### src/pfx_pkg.sv
// Package for the postfix expression evaluator.
// Holds the symbol and status codes and the controller/datapath command and status structs.
// No dependencies.
`default_nettype none

package pfx_pkg;

    // Operator characters and the digit zero.
    localparam logic [7:0] SYM_ADD  = 8'h2B;
    localparam logic [7:0] SYM_SUB  = 8'h2D;
    localparam logic [7:0] SYM_MUL  = 8'h2A;
    localparam logic [7:0] SYM_DIV  = 8'h2F;
    localparam logic [7:0] SYM_ZERO = 8'h30;

    // Result status codes.
    localparam logic [1:0] ST_OK    = 2'd0;
    localparam logic [1:0] ST_UNDER = 2'd1;
    localparam logic [1:0] ST_OVER  = 2'd2;
    localparam logic [1:0] ST_DIV0  = 2'd3;

    // Commands from the controller to the datapath.
    typedef struct packed {
        logic accept;      // input channel ready
        logic push;        // push the latched operand
        logic rd_lhs;      // read the left operand from the stack memory
        logic note_under;  // record an underflow
        logic wr_alu;      // replace both operands by the ALU result
        logic wr_zero;     // replace both operands by zero, record divide by zero
        logic div_start;   // start the serial divider
        logic wr_div;      // replace both operands by the quotient
        logic emit;        // load the result register and clear the stack
    } pfx_cmd_t;

    // Status from the datapath to the controller.
    typedef struct packed {
        logic in_fire;
        logic is_op;
        logic is_div;
        logic last;
        logic sp_lt2;
        logic rhs_zero;
        logic div_done;
        logic out_free;
    } pfx_sts_t;

    // Keeps only the first error of an expression.
    function automatic logic [1:0] note_err(input logic [1:0] cur, input logic [1:0] code);
        note_err = (cur == ST_OK) ? code : cur;
    endfunction

endpackage

`default_nettype wire

### src/pfx_sym_if.sv
// Input channel interface: one expression character per transfer.
// Depends on nothing.
`default_nettype none

interface pfx_sym_if;
    logic       valid;
    logic       ready;
    logic [7:0] symbol;
    logic       last;

    modport source (output valid, output symbol, output last, input ready);
    modport sink   (input valid, input symbol, input last, output ready);
endinterface

`default_nettype wire

### src/pfx_res_if.sv
// Result channel interface: value and status of one expression per transfer.
// Depends on nothing.
`default_nettype none

interface pfx_res_if;
    logic               valid;
    logic               ready;
    logic signed [31:0] value;
    logic [1:0]         status;

    modport source (output valid, output value, output status, input ready);
    modport sink   (input valid, input value, input status, output ready);
endinterface

`default_nettype wire

### src/pfx_div.sv
// Serial signed divider, one quotient bit per cycle, truncating toward zero.
// Depends on nothing.
`default_nettype none

module pfx_div (
    input  wire logic        clk,
    input  wire logic        rst_n,
    input  wire logic        start,
    input  wire logic [31:0] dividend,
    input  wire logic [31:0] divisor,
    output logic             done,
    output logic [31:0]      quotient
);

    logic        busy_reg, busy_next;
    logic        done_reg, done_next;
    logic [4:0]  cnt_reg, cnt_next;
    logic [31:0] q_reg, q_next;
    logic [31:0] rem_reg, rem_next;
    logic [31:0] mb_reg, mb_next;
    logic        neg_reg, neg_next;
    logic [33:0] diff;

    always_comb
    begin
        diff      = {1'b0, rem_reg, q_reg[31]} - {2'b00, mb_reg};
        busy_next = busy_reg;
        done_next = 1'b0;
        cnt_next  = cnt_reg;
        q_next    = q_reg;
        rem_next  = rem_reg;
        mb_next   = mb_reg;
        neg_next  = neg_reg;
        if (start)
        begin
            busy_next = 1'b1;
            cnt_next  = '0;
            q_next    = dividend[31] ? (32'd0 - dividend) : dividend;
            mb_next   = divisor[31] ? (32'd0 - divisor) : divisor;
            rem_next  = '0;
            neg_next  = dividend[31] ^ divisor[31];
        end
        else if (busy_reg)
        begin
            // Restoring step: keep the trial remainder when it does not go negative.
            if (!diff[33])
            begin
                rem_next = diff[31:0];
                q_next   = {q_reg[30:0], 1'b1};
            end
            else
            begin
                rem_next = {rem_reg[30:0], q_reg[31]};
                q_next   = {q_reg[30:0], 1'b0};
            end
            cnt_next = cnt_reg + 5'd1;
            if (cnt_reg == 5'd31)
            begin
                busy_next = 1'b0;
                done_next = 1'b1;
            end
        end
    end

    always_ff @(posedge clk or negedge rst_n)
    begin
        if (!rst_n)
        begin
            busy_reg <= 1'b0;
            done_reg <= 1'b0;
            cnt_reg  <= '0;
        end
        else
        begin
            busy_reg <= busy_next;
            done_reg <= done_next;
            cnt_reg  <= cnt_next;
        end
    end

    always_ff @(posedge clk)
    begin
        q_reg   <= q_next;
        rem_reg <= rem_next;
        mb_reg  <= mb_next;
        neg_reg <= neg_next;
    end

    assign done     = done_reg;
    assign quotient = neg_reg ? (32'd0 - q_reg) : q_reg;

endmodule

`default_nettype wire

### src/pfx_ctrl.sv
// Controller state machine of the postfix evaluator.
// Depends on pfx_pkg for the command and status structs.
`default_nettype none

module pfx_ctrl (
    input  wire logic             clk,
    input  wire logic             rst_n,
    input  wire pfx_pkg::pfx_sts_t sts,
    output pfx_pkg::pfx_cmd_t     cmd
);

    import pfx_pkg::*;

    typedef enum logic [4:0] {
        S_IDLE = 5'b00001,
        S_EXEC = 5'b00010,
        S_OPRD = 5'b00100,
        S_DIV  = 5'b01000,
        S_DONE = 5'b10000
    } state_t;

    state_t state_reg, state_next;
    state_t after_item;

    always_comb
    begin
        cmd        = '0;
        state_next = state_reg;
        after_item = sts.last ? S_DONE : S_IDLE;
        unique case (state_reg)
            S_IDLE:
            begin
                cmd.accept = 1'b1;
                if (sts.in_fire)
                    state_next = S_EXEC;
            end
            S_EXEC:
            begin
                if (!sts.is_op)
                begin
                    cmd.push   = 1'b1;
                    state_next = after_item;
                end
                else if (sts.sp_lt2)
                begin
                    cmd.note_under = 1'b1;
                    state_next     = after_item;
                end
                else
                begin
                    cmd.rd_lhs = 1'b1;
                    state_next = S_OPRD;
                end
            end
            S_OPRD:
            begin
                if (!sts.is_div)
                begin
                    cmd.wr_alu = 1'b1;
                    state_next = after_item;
                end
                else if (sts.rhs_zero)
                begin
                    cmd.wr_zero = 1'b1;
                    state_next  = after_item;
                end
                else
                begin
                    cmd.div_start = 1'b1;
                    state_next    = S_DIV;
                end
            end
            S_DIV:
            begin
                if (sts.div_done)
                begin
                    cmd.wr_div = 1'b1;
                    state_next = after_item;
                end
            end
            S_DONE:
            begin
                if (sts.out_free)
                begin
                    cmd.emit   = 1'b1;
                    state_next = S_IDLE;
                end
            end
            default:
            begin
                state_next = S_IDLE;
            end
        endcase
    end

    always_ff @(posedge clk or negedge rst_n)
    begin
        if (!rst_n)
            state_reg <= S_IDLE;
        else
            state_reg <= state_next;
    end

endmodule

`default_nettype wire

### src/pfx_dp.sv
// Datapath of the postfix evaluator: stack memory, top-of-stack register, ALU,
// serial divider, status and result register. Depends on pfx_pkg, the channel
// interfaces and pfx_div.
`default_nettype none

module pfx_dp #(
    parameter int STACK_DEPTH = 64
) (
    input  wire logic              clk,
    input  wire logic              rst_n,
    pfx_sym_if.sink                symbols,
    pfx_res_if.source              results,
    input  wire pfx_pkg::pfx_cmd_t cmd,
    output pfx_pkg::pfx_sts_t      sts
);

    import pfx_pkg::*;

    localparam int SP_W  = $clog2(STACK_DEPTH + 1);
    localparam int IDX_W = $clog2(STACK_DEPTH);

    // Entries below the top live in memory; the top entry is held in tos_reg.
    logic [31:0] stack_mem [STACK_DEPTH];

    logic [SP_W-1:0] sp_reg, sp_next;
    logic [1:0]      err_reg, err_next;
    logic [31:0]     tos_reg, tos_next;
    logic [31:0]     lhs_reg;
    logic [7:0]      sym_reg;
    logic            last_reg;
    logic            res_valid_reg, res_valid_next;
    logic [31:0]     value_reg;
    logic [1:0]      status_reg;

    logic [SP_W-1:0]  sp_m1, sp_m2;
    logic [IDX_W-1:0] wr_idx, rd_idx;
    logic             mem_we;
    logic             full;
    logic             in_fire;
    logic             out_free;
    logic [31:0]      push_val;
    logic [31:0]      alu_res;
    logic             div_done;
    logic [31:0]      div_q;

    assign in_fire  = symbols.valid && cmd.accept;
    assign out_free = !res_valid_reg || results.ready;
    assign sp_m1    = sp_reg - SP_W'(1);
    assign sp_m2    = sp_reg - SP_W'(2);
    assign wr_idx   = sp_m1[IDX_W-1:0];
    assign rd_idx   = sp_m2[IDX_W-1:0];
    assign full     = (sp_reg == SP_W'(STACK_DEPTH));
    assign push_val = {24'd0, sym_reg} - {24'd0, SYM_ZERO};

    always_comb
    begin
        unique case (sym_reg)
            SYM_ADD: alu_res = lhs_reg + tos_reg;
            SYM_MUL: alu_res = lhs_reg * tos_reg;
            default: alu_res = lhs_reg - tos_reg;
        endcase
    end

    pfx_div u_div (
        .clk      (clk),
        .rst_n    (rst_n),
        .start    (cmd.div_start),
        .dividend (lhs_reg),
        .divisor  (tos_reg),
        .done     (div_done),
        .quotient (div_q)
    );

    always_comb
    begin
        sp_next        = sp_reg;
        err_next       = err_reg;
        tos_next       = tos_reg;
        mem_we         = 1'b0;
        res_valid_next = res_valid_reg;
        if (results.ready)
            res_valid_next = 1'b0;
        if (cmd.push)
        begin
            if (full)
                err_next = note_err(err_reg, ST_OVER);
            else
            begin
                mem_we   = (sp_reg != '0);
                tos_next = push_val;
                sp_next  = sp_reg + SP_W'(1);
            end
        end
        if (cmd.note_under)
            err_next = note_err(err_reg, ST_UNDER);
        if (cmd.wr_alu)
        begin
            tos_next = alu_res;
            sp_next  = sp_m1;
        end
        if (cmd.wr_zero)
        begin
            tos_next = '0;
            sp_next  = sp_m1;
            err_next = note_err(err_reg, ST_DIV0);
        end
        if (cmd.wr_div)
        begin
            tos_next = div_q;
            sp_next  = sp_m1;
        end
        if (cmd.emit)
        begin
            res_valid_next = 1'b1;
            sp_next        = '0;
            err_next       = ST_OK;
        end
    end

    always_ff @(posedge clk or negedge rst_n)
    begin
        if (!rst_n)
        begin
            sp_reg        <= '0;
            err_reg       <= ST_OK;
            res_valid_reg <= 1'b0;
        end
        else
        begin
            sp_reg        <= sp_next;
            err_reg       <= err_next;
            res_valid_reg <= res_valid_next;
        end
    end

    always_ff @(posedge clk)
    begin
        tos_reg <= tos_next;
        if (in_fire)
        begin
            sym_reg  <= symbols.symbol;
            last_reg <= symbols.last;
        end
        if (cmd.emit)
        begin
            // An empty stack gives zero and, unless an error came first, underflow.
            value_reg  <= (sp_reg != '0) ? tos_reg : 32'd0;
            status_reg <= (sp_reg != '0) ? err_reg : note_err(err_reg, ST_UNDER);
        end
    end

    always_ff @(posedge clk)
    begin
        if (mem_we)
            stack_mem[wr_idx] <= tos_reg;
        if (cmd.rd_lhs)
            lhs_reg <= stack_mem[rd_idx];
    end

    assign symbols.ready  = cmd.accept;
    assign results.valid  = res_valid_reg;
    assign results.value  = value_reg;
    assign results.status = status_reg;

    assign sts.in_fire  = in_fire;
    assign sts.is_op    = (sym_reg == SYM_ADD) || (sym_reg == SYM_SUB) ||
                          (sym_reg == SYM_MUL) || (sym_reg == SYM_DIV);
    assign sts.is_div   = (sym_reg == SYM_DIV);
    assign sts.last     = last_reg;
    assign sts.sp_lt2   = (sp_reg < SP_W'(2));
    assign sts.rhs_zero = (tos_reg == 32'd0);
    assign sts.div_done = div_done;
    assign sts.out_free = out_free;

endmodule

`default_nettype wire

### src/postfix_expression_evaluator_top.sv
// Top level of the postfix (RPN) expression evaluator.
// Depends on pfx_pkg, pfx_sym_if, pfx_res_if, pfx_ctrl and pfx_dp (which holds pfx_div).
//
//   Channel   Direction  Payload                     One transfer is
//   symbols   in         symbol[7:0], last           one expression character
//   results   out        value[31:0] signed, status  the outcome of one expression
//
// An operand is accepted in the idle state and pushed in the execute state. An operator
// with two operands on the stack also reads its left operand from the stack memory
// through a registered read port. A divide by a nonzero divisor then waits for the
// one-bit-per-cycle serial divider and its 32 quotient steps. The character flagged
// last leads to a done state that loads the result register once the result channel
// is free. Reset clears the stack pointer, the status and the result valid; the stack
// memory is not cleared, as only entries below the stack pointer are ever read. While
// a result waits to be taken, the block keeps accepting characters; it stalls only
// when a second expression ends before the first result has been transferred.
`default_nettype none

module postfix_expression_evaluator_top #(
    parameter int STACK_DEPTH = 64
) (
    input  wire logic clk,
    input  wire logic rst_n,
    pfx_sym_if.sink   symbols,
    pfx_res_if.source results
);

    import pfx_pkg::*;

    // Controller and datapath talk only through these two structs.
    pfx_cmd_t cmd;
    pfx_sts_t sts;

    pfx_ctrl u_ctrl (
        .clk   (clk),
        .rst_n (rst_n),
        .sts   (sts),
        .cmd   (cmd)
    );

    pfx_dp #(
        .STACK_DEPTH (STACK_DEPTH)
    ) u_dp (
        .clk     (clk),
        .rst_n   (rst_n),
        .symbols (symbols),
        .results (results),
        .cmd     (cmd),
        .sts     (sts)
    );

endmodule

`default_nettype wire
### src/flat_wrapper.sv
// flat-port wrapper written by rule: the top's interface ports become plain ports
module postfix_expression_evaluator_top_flat import pfx_pkg::*;
#(
    parameter int STACK_DEPTH = 64
)
  (clk, rst_n, symbols_valid, symbols_symbol, symbols_last, symbols_ready, results_valid, results_value, results_status, results_ready);
  pfx_sym_if symbols_i ();
  pfx_res_if results_i ();
  input  wire logic clk;
  input  wire logic rst_n;
  input wire logic [$bits(symbols_i.valid)-1:0] symbols_valid;
  input wire logic [$bits(symbols_i.symbol)-1:0] symbols_symbol;
  input wire logic [$bits(symbols_i.last)-1:0] symbols_last;
  output wire logic [$bits(symbols_i.ready)-1:0] symbols_ready;
  output wire logic [$bits(results_i.valid)-1:0] results_valid;
  output wire logic [$bits(results_i.value)-1:0] results_value;
  output wire logic [$bits(results_i.status)-1:0] results_status;
  input wire logic [$bits(results_i.ready)-1:0] results_ready;
  assign symbols_i.valid = symbols_valid;
  assign symbols_i.symbol = symbols_symbol;
  assign symbols_i.last = symbols_last;
  assign symbols_ready = symbols_i.ready;
  assign results_valid = results_i.valid;
  assign results_value = results_i.value;
  assign results_status = results_i.status;
  assign results_i.ready = results_ready;
  postfix_expression_evaluator_top #(.STACK_DEPTH(STACK_DEPTH)) u_core (.clk(clk), .rst_n(rst_n), .symbols(symbols_i), .results(results_i));
endmodule
### config.mk
export PLATFORM = sky130hd
export DESIGN_NAME = postfix_expression_evaluator_top_flat
export DESIGN_NICKNAME = d
export VERILOG_FILES = /design/src/pfx_pkg.sv /design/src/pfx_sym_if.sv /design/src/pfx_res_if.sv /design/src/pfx_div.sv /design/src/pfx_ctrl.sv /design/src/pfx_dp.sv /design/src/postfix_expression_evaluator_top.sv /design/src/flat_wrapper.sv
export SDC_FILE = /design/constraint.sdc
export NUM_CORES = 2
export LEC_CHECK = 0
export BUFFER_PORTS_ARGS = -buffer_cell sky130_fd_sc_hd__clkbuf_2
export CELL_PAD_IN_SITES_DETAIL_PLACEMENT = 0
export CELL_PAD_IN_SITES_GLOBAL_PLACEMENT = 1
export CORE_UTILIZATION = 40
export DETAILED_ROUTE_END_ITERATION = 8
export GPL_TIMING_DRIVEN = 0
export PLACE_DENSITY = 0.66
export REMOVE_ABC_BUFFERS = 1
export SETUP_SLACK_MARGIN = 0.4
export SYNTH_ARGS = -nofsm -noshare
export SYNTH_HDL_FRONTEND = slang
export SYNTH_SLANG_ARGS = --single-unit
### constraint.sdc
create_clock -name clk -period 9.1 [get_ports clk]
set_clock_uncertainty 0.05 [all_clocks]
set_input_delay 0.455 -clock clk [delete_from_list [all_inputs] [get_ports clk]]
set_output_delay 0.455 -clock clk [all_outputs]
set_load 0.01 [all_outputs]
==> impl_metrics.csv <==
group,metric,value,unit
global_route,track_usage,22.4,%
floorplan,floorplan.initialDensity,40.3,%
synthesis,netlist.top_cell.by_area,"edfxtp_1",
critical_path,criticalPathCategory,"flip-flop to flip-flop",
synthesis,yosys_warnings,0,
global_route,gr-total-overflow,0,
clocking,clkTransAtPathRegs,70,ps
clocking,cts.root.buffer_cell,"clkbuf_16",
timing,timing.final.crit_period,8360,ps
floorplan,dieArea,0.273,mm^2
timing,hold-worst-slack,173,ps
synthesis,yosysSeqAreaShare,62.6,%
global_route,grt_pass1_vias,60602,
route,drt-vias-per-instance,5.72,
timing,final_min_period_over_clock_period,91.9,%
finish,largest_register_ff_count,2048,
worst_hold_path,hold_path.class,"input port to asynchronous set/reset pin",
place,place.port_buffers,48,
critical_path,critPathMaxStageDelay,610,ps
critical_path,slowest_stage,"edfxtp_1",
synthesis,synth_common_cells,"edfxtp_1 (2,220), mux4_2 (671), inv_1 (444)",
route,dr_total_vias,59030,
critical_path,r2r_cells,24,
run_status,run_status,"finished, final reports clean",
power,comb_power_share,58.3,%
critical_path,endpoint_kind,"flip-flop",
timing,slew-limit-headroom,8.65,%
global_route,grt_pass1_wl,437000,um
synthesis,syn_area,0.108,mm^2
synthesis,post_synth_edffs,2220,
power,p_per_area,403,mW/mm^2
finish,drive_gt1_share,21.3,%
place,weighted_congestion_reported_at_the_end_of_routability_driven_placement,0.809,
global_route,maximum_number_of_pins_on_one_net_before_global_route_repair,60,
critical_path,critical_path.startpoint_type,"flip-flop",
global_route,antenna_found_initial,24,
synthesis,yosysTopAreaCellShare,61.5,%
timing,hold_viol,0,
critical_path,critical_path.cell_chain,"buf_16 -> buf_16 -> buf_16 -> and2_1 -> fa_1 -> inv_1 -> fa_1 -> fa_1 -> fa_1 -> inv_1 -> fa_1 -> fa_1 -> fa_1 -> fa_1 -> ha_1 -> nand4_1 -> nor2_1 -> nand2_1 -> a2111oi_2 -> nor2_1 -> a211oi_1 -> xor2_1 -> o21ai_0 -> o22ai_1",
synthesis,synthMostInstantiatedCell,"edfxtp_1",
clocking,clock-sinks,2274,
critical_path,critical_path.most_common_cell,"fa_1",
job,max_cap_violations,0,
floorplan,dieHeight,523,um
critical_path,worst_r2r_endpoint,"u_core.u_dp.tos_reg[28]$_DFFE_PP_",
place,place_hpwl,207000,um
route,detail_route.first_pass.iterations,7,
synthesis,synthesis.instances,6325,
place,place.detailed.instances,9873,
power,fraction_of_power_consumed_by_the_clock_network,17.7,%
route,post-route-drc-count,0,
synthesis,netlist_top_cells_area,"edfxtp_1 (62%), mux4_2 (14%), fa_1 (7.6%)",
route,final_antenna_net_count,0,
critical_path,worst_ep_arrival_time,8920,ps
critical_path,path_max_fanout,26,
finish,finalNonFillerCells,10320,
power,totalPowerFinal,51.0,mW
finish,flow.area_growth_from_synthesis,16.8,%
timing,totalNegativeSetupSlack,0,ps
finish,final_area,0.127,mm^2
critical_path,cp_data_required_time,9660,ps
route,drtIter0Drc,5965,
synthesis,synth.distinct_cells,81,
power,cell_internal_pwr,29.7,mW
power,total_switching_power,21.3,mW
route,route.detailed.wl_per_inst,29.4,um
place,placement.cell_area,0.119,mm^2
clocking,insertion_delay,890,ps
timing,report.final.setup_viol,0,
timing,rsz0062_at_grt,"no",
floorplan,fp-row-count,190,
clocking,h-tree-depth,4,
timing,max_slew.worst_pin.slew,1370,ps
power,p_sw_share,41.8,%
critical_path,regToRegStartpoint,"u_core.u_dp.tos_reg[2]$_DFFE_PP_",
floorplan,die_width,523,um
clocking,clock_tree.buffer_depth,3,
finish,fin_nets,7197,
power,power.ir.vdd_worst,1.02,mV
floorplan,io_pins,49,
timing,timing.fmax,120,MHz
route,detail_route.wirelength,303000,um
synthesis,postSynthAreaPerCell,17.1,um^2
clocking,tritoncts,"built",
finish,largest_register,"u_core.u_dp.stack_mem",
power,cellLeakagePower,42.9,nW
power,power.sequential.fraction,24.0,%
synthesis,yosys_most_used_dff,"edfxtp_1",
synthesis,synthArstFlopShare,0.967,%
timing,timing.final.max_slew_violations,0,
clocking,cts_inserted_buffers,227,
synthesis,postSynthRegisterBits,2274,
critical_path,reg2reg_setup_slack,740,ps
floorplan,placeableCoreArea,0.269,mm^2
-- stage by stage --
stage | setup WS, ps | utilization, %
2_1_floorplan | -14620 | -
3_3_place_gp | -33090 | 41.6
3_5_place_dp | 152 | 44.3
4_1_cts | 401 | 47.1
5_1_grt | 451 | 47.1
6_report | 735 | 47.1
-- cell type report --
class / count / area, um^2
antenna: 10 / 25.0
clock buffer: 286 / 5960
clock inverter: 126 / 1120
fill: 22519 / 142000
inverter: 445 / 1670
multi-input combinational: 3261 / 38100
sequential: 2274 / 67900
tap: 3552 / 4440
timing repair buffer: 366 / 7310
-- critical path, delay by kind of cell (launching register included) --
| family | cells | cell delay [ps] |
|---|---|---|
| flops | 1 | 610 |
| simple gates | 5 | 810 |
| buf+inv | 5 | 700 |
| xor+xnor | 1 | 190 |
| fa+ha+maj | 9 | 4430 |
| compound gates | 4 | 1260 |
-- metal layers --
| layer | global-route usage, % | routed length [um] | vias to the layer above |
|---|---|---|---|
| li1 | - | - | 24568 |
| met1 | 31.1 | 127000 | 31856 |
| met2 | 36.8 | 148000 | 2201 |
| met3 | 3.23 | 20600 | 397 |
| met4 | 6.44 | 8220 | 8 |
| met5 | 0 | 46 | - |
-- worst max path at each step --
stage	from	slack, ps	endpoint	depth (start not counted)
2_1_floorplan	u_core.u_dp.sp_reg[0]$_DFFE_PN0P_	-14620	u_core.u_dp.stack_mem[0][0]$_DFFE_PP_	6
3_3_place_gp	u_core.u_dp.sp_reg[1]$_DFFE_PN0P_	-33090	u_core.u_dp.lhs_reg[31]$_DFFE_PP_	4
3_5_place_dp	u_core.u_dp.lhs_reg[16]$_DFFE_PP_	150	u_core.u_dp.tos_reg[28]$_DFFE_PP_	20
4_1_cts	u_core.u_dp.lhs_reg[17]$_DFFE_PP_	400	u_core.u_dp.tos_reg[28]$_DFFE_PP_	21
5_1_grt	u_core.u_dp.tos_reg[2]$_DFFE_PP_	450	u_core.u_dp.tos_reg[28]$_DFFE_PP_	24
6_report	u_core.u_dp.tos_reg[2]$_DFFE_PP_	740	u_core.u_dp.tos_reg[28]$_DFFE_PP_	24
-- repair_timing --
action | in CTS | in global routing
gates resized for setup | 0 | 3
setup endpoints to repair | 3 | 4
setup buffers | 4 | 7
endpoints found under the hold margin | 34 | 0
hold buffers | 13 | 0
-- cell families after synthesis --
kind of cell,Yosys count,share of synthesized area [%]
xor+xnor,253,2.04
mux,697,14.2
buf+inv,790,2.75
simple gates,1160,5.36
compound gates,542,3.18
flops,2274,62.6
fa+ha+maj,609,9.87
-- cells in the final DEF, fill, tap and decap left out, types with 13 or more instances in the layout --
cell           netlist  final
bufinv_16            0     13
edfxtp_1          2220   2220
nor2b_1             24     24
mux2i_1             23     23
a31oi_1             26     25
nor3_1              34     32
a211oi_1            29     29
inv_1              444    442
clkbuf_16            0    229
ha_1               199    198
a21o_1              29     29
clkinv_1             1     52
nand3_1             43     43
nor2_1             167    102
and2_1             351    351
o22ai_1             15     15
clkinv_2             0     35
a21oi_1            113    113
buf_12               0     97
buf_16               0    160
mux4_2             671    671
buf_6                0     13
dlygate4sd3_1        0     13
fa_1               410    410
and3_1              18     18
o21a_1              21     21
dfxtp_1             32     32
clkbuf_2             0     48
dfrtp_1             21     18
o31ai_1             42     42
nand2b_1            16     16
o21ai_0            169    169
nand2_1            405    403
xnor2_1            166    165
or3_1               29     29
xor2_1              87     85
nor2_4               0     64
clkbuf_1           277     55
buf_8                0     25
-- power groups by stage --
stage                     Sequential [mW]  Clock [mW]  Combinational, mW
after floorplan                      13.0           0               20.6
after global placement               13.4           0               25.3
after detailed placement             12.5           0               29.6
after CTS                            12.3        9.17               29.7
after global routing                 12.3        9.55               32.2
final                                12.3        9.03               29.7
(Power assumes the default switching activity.)
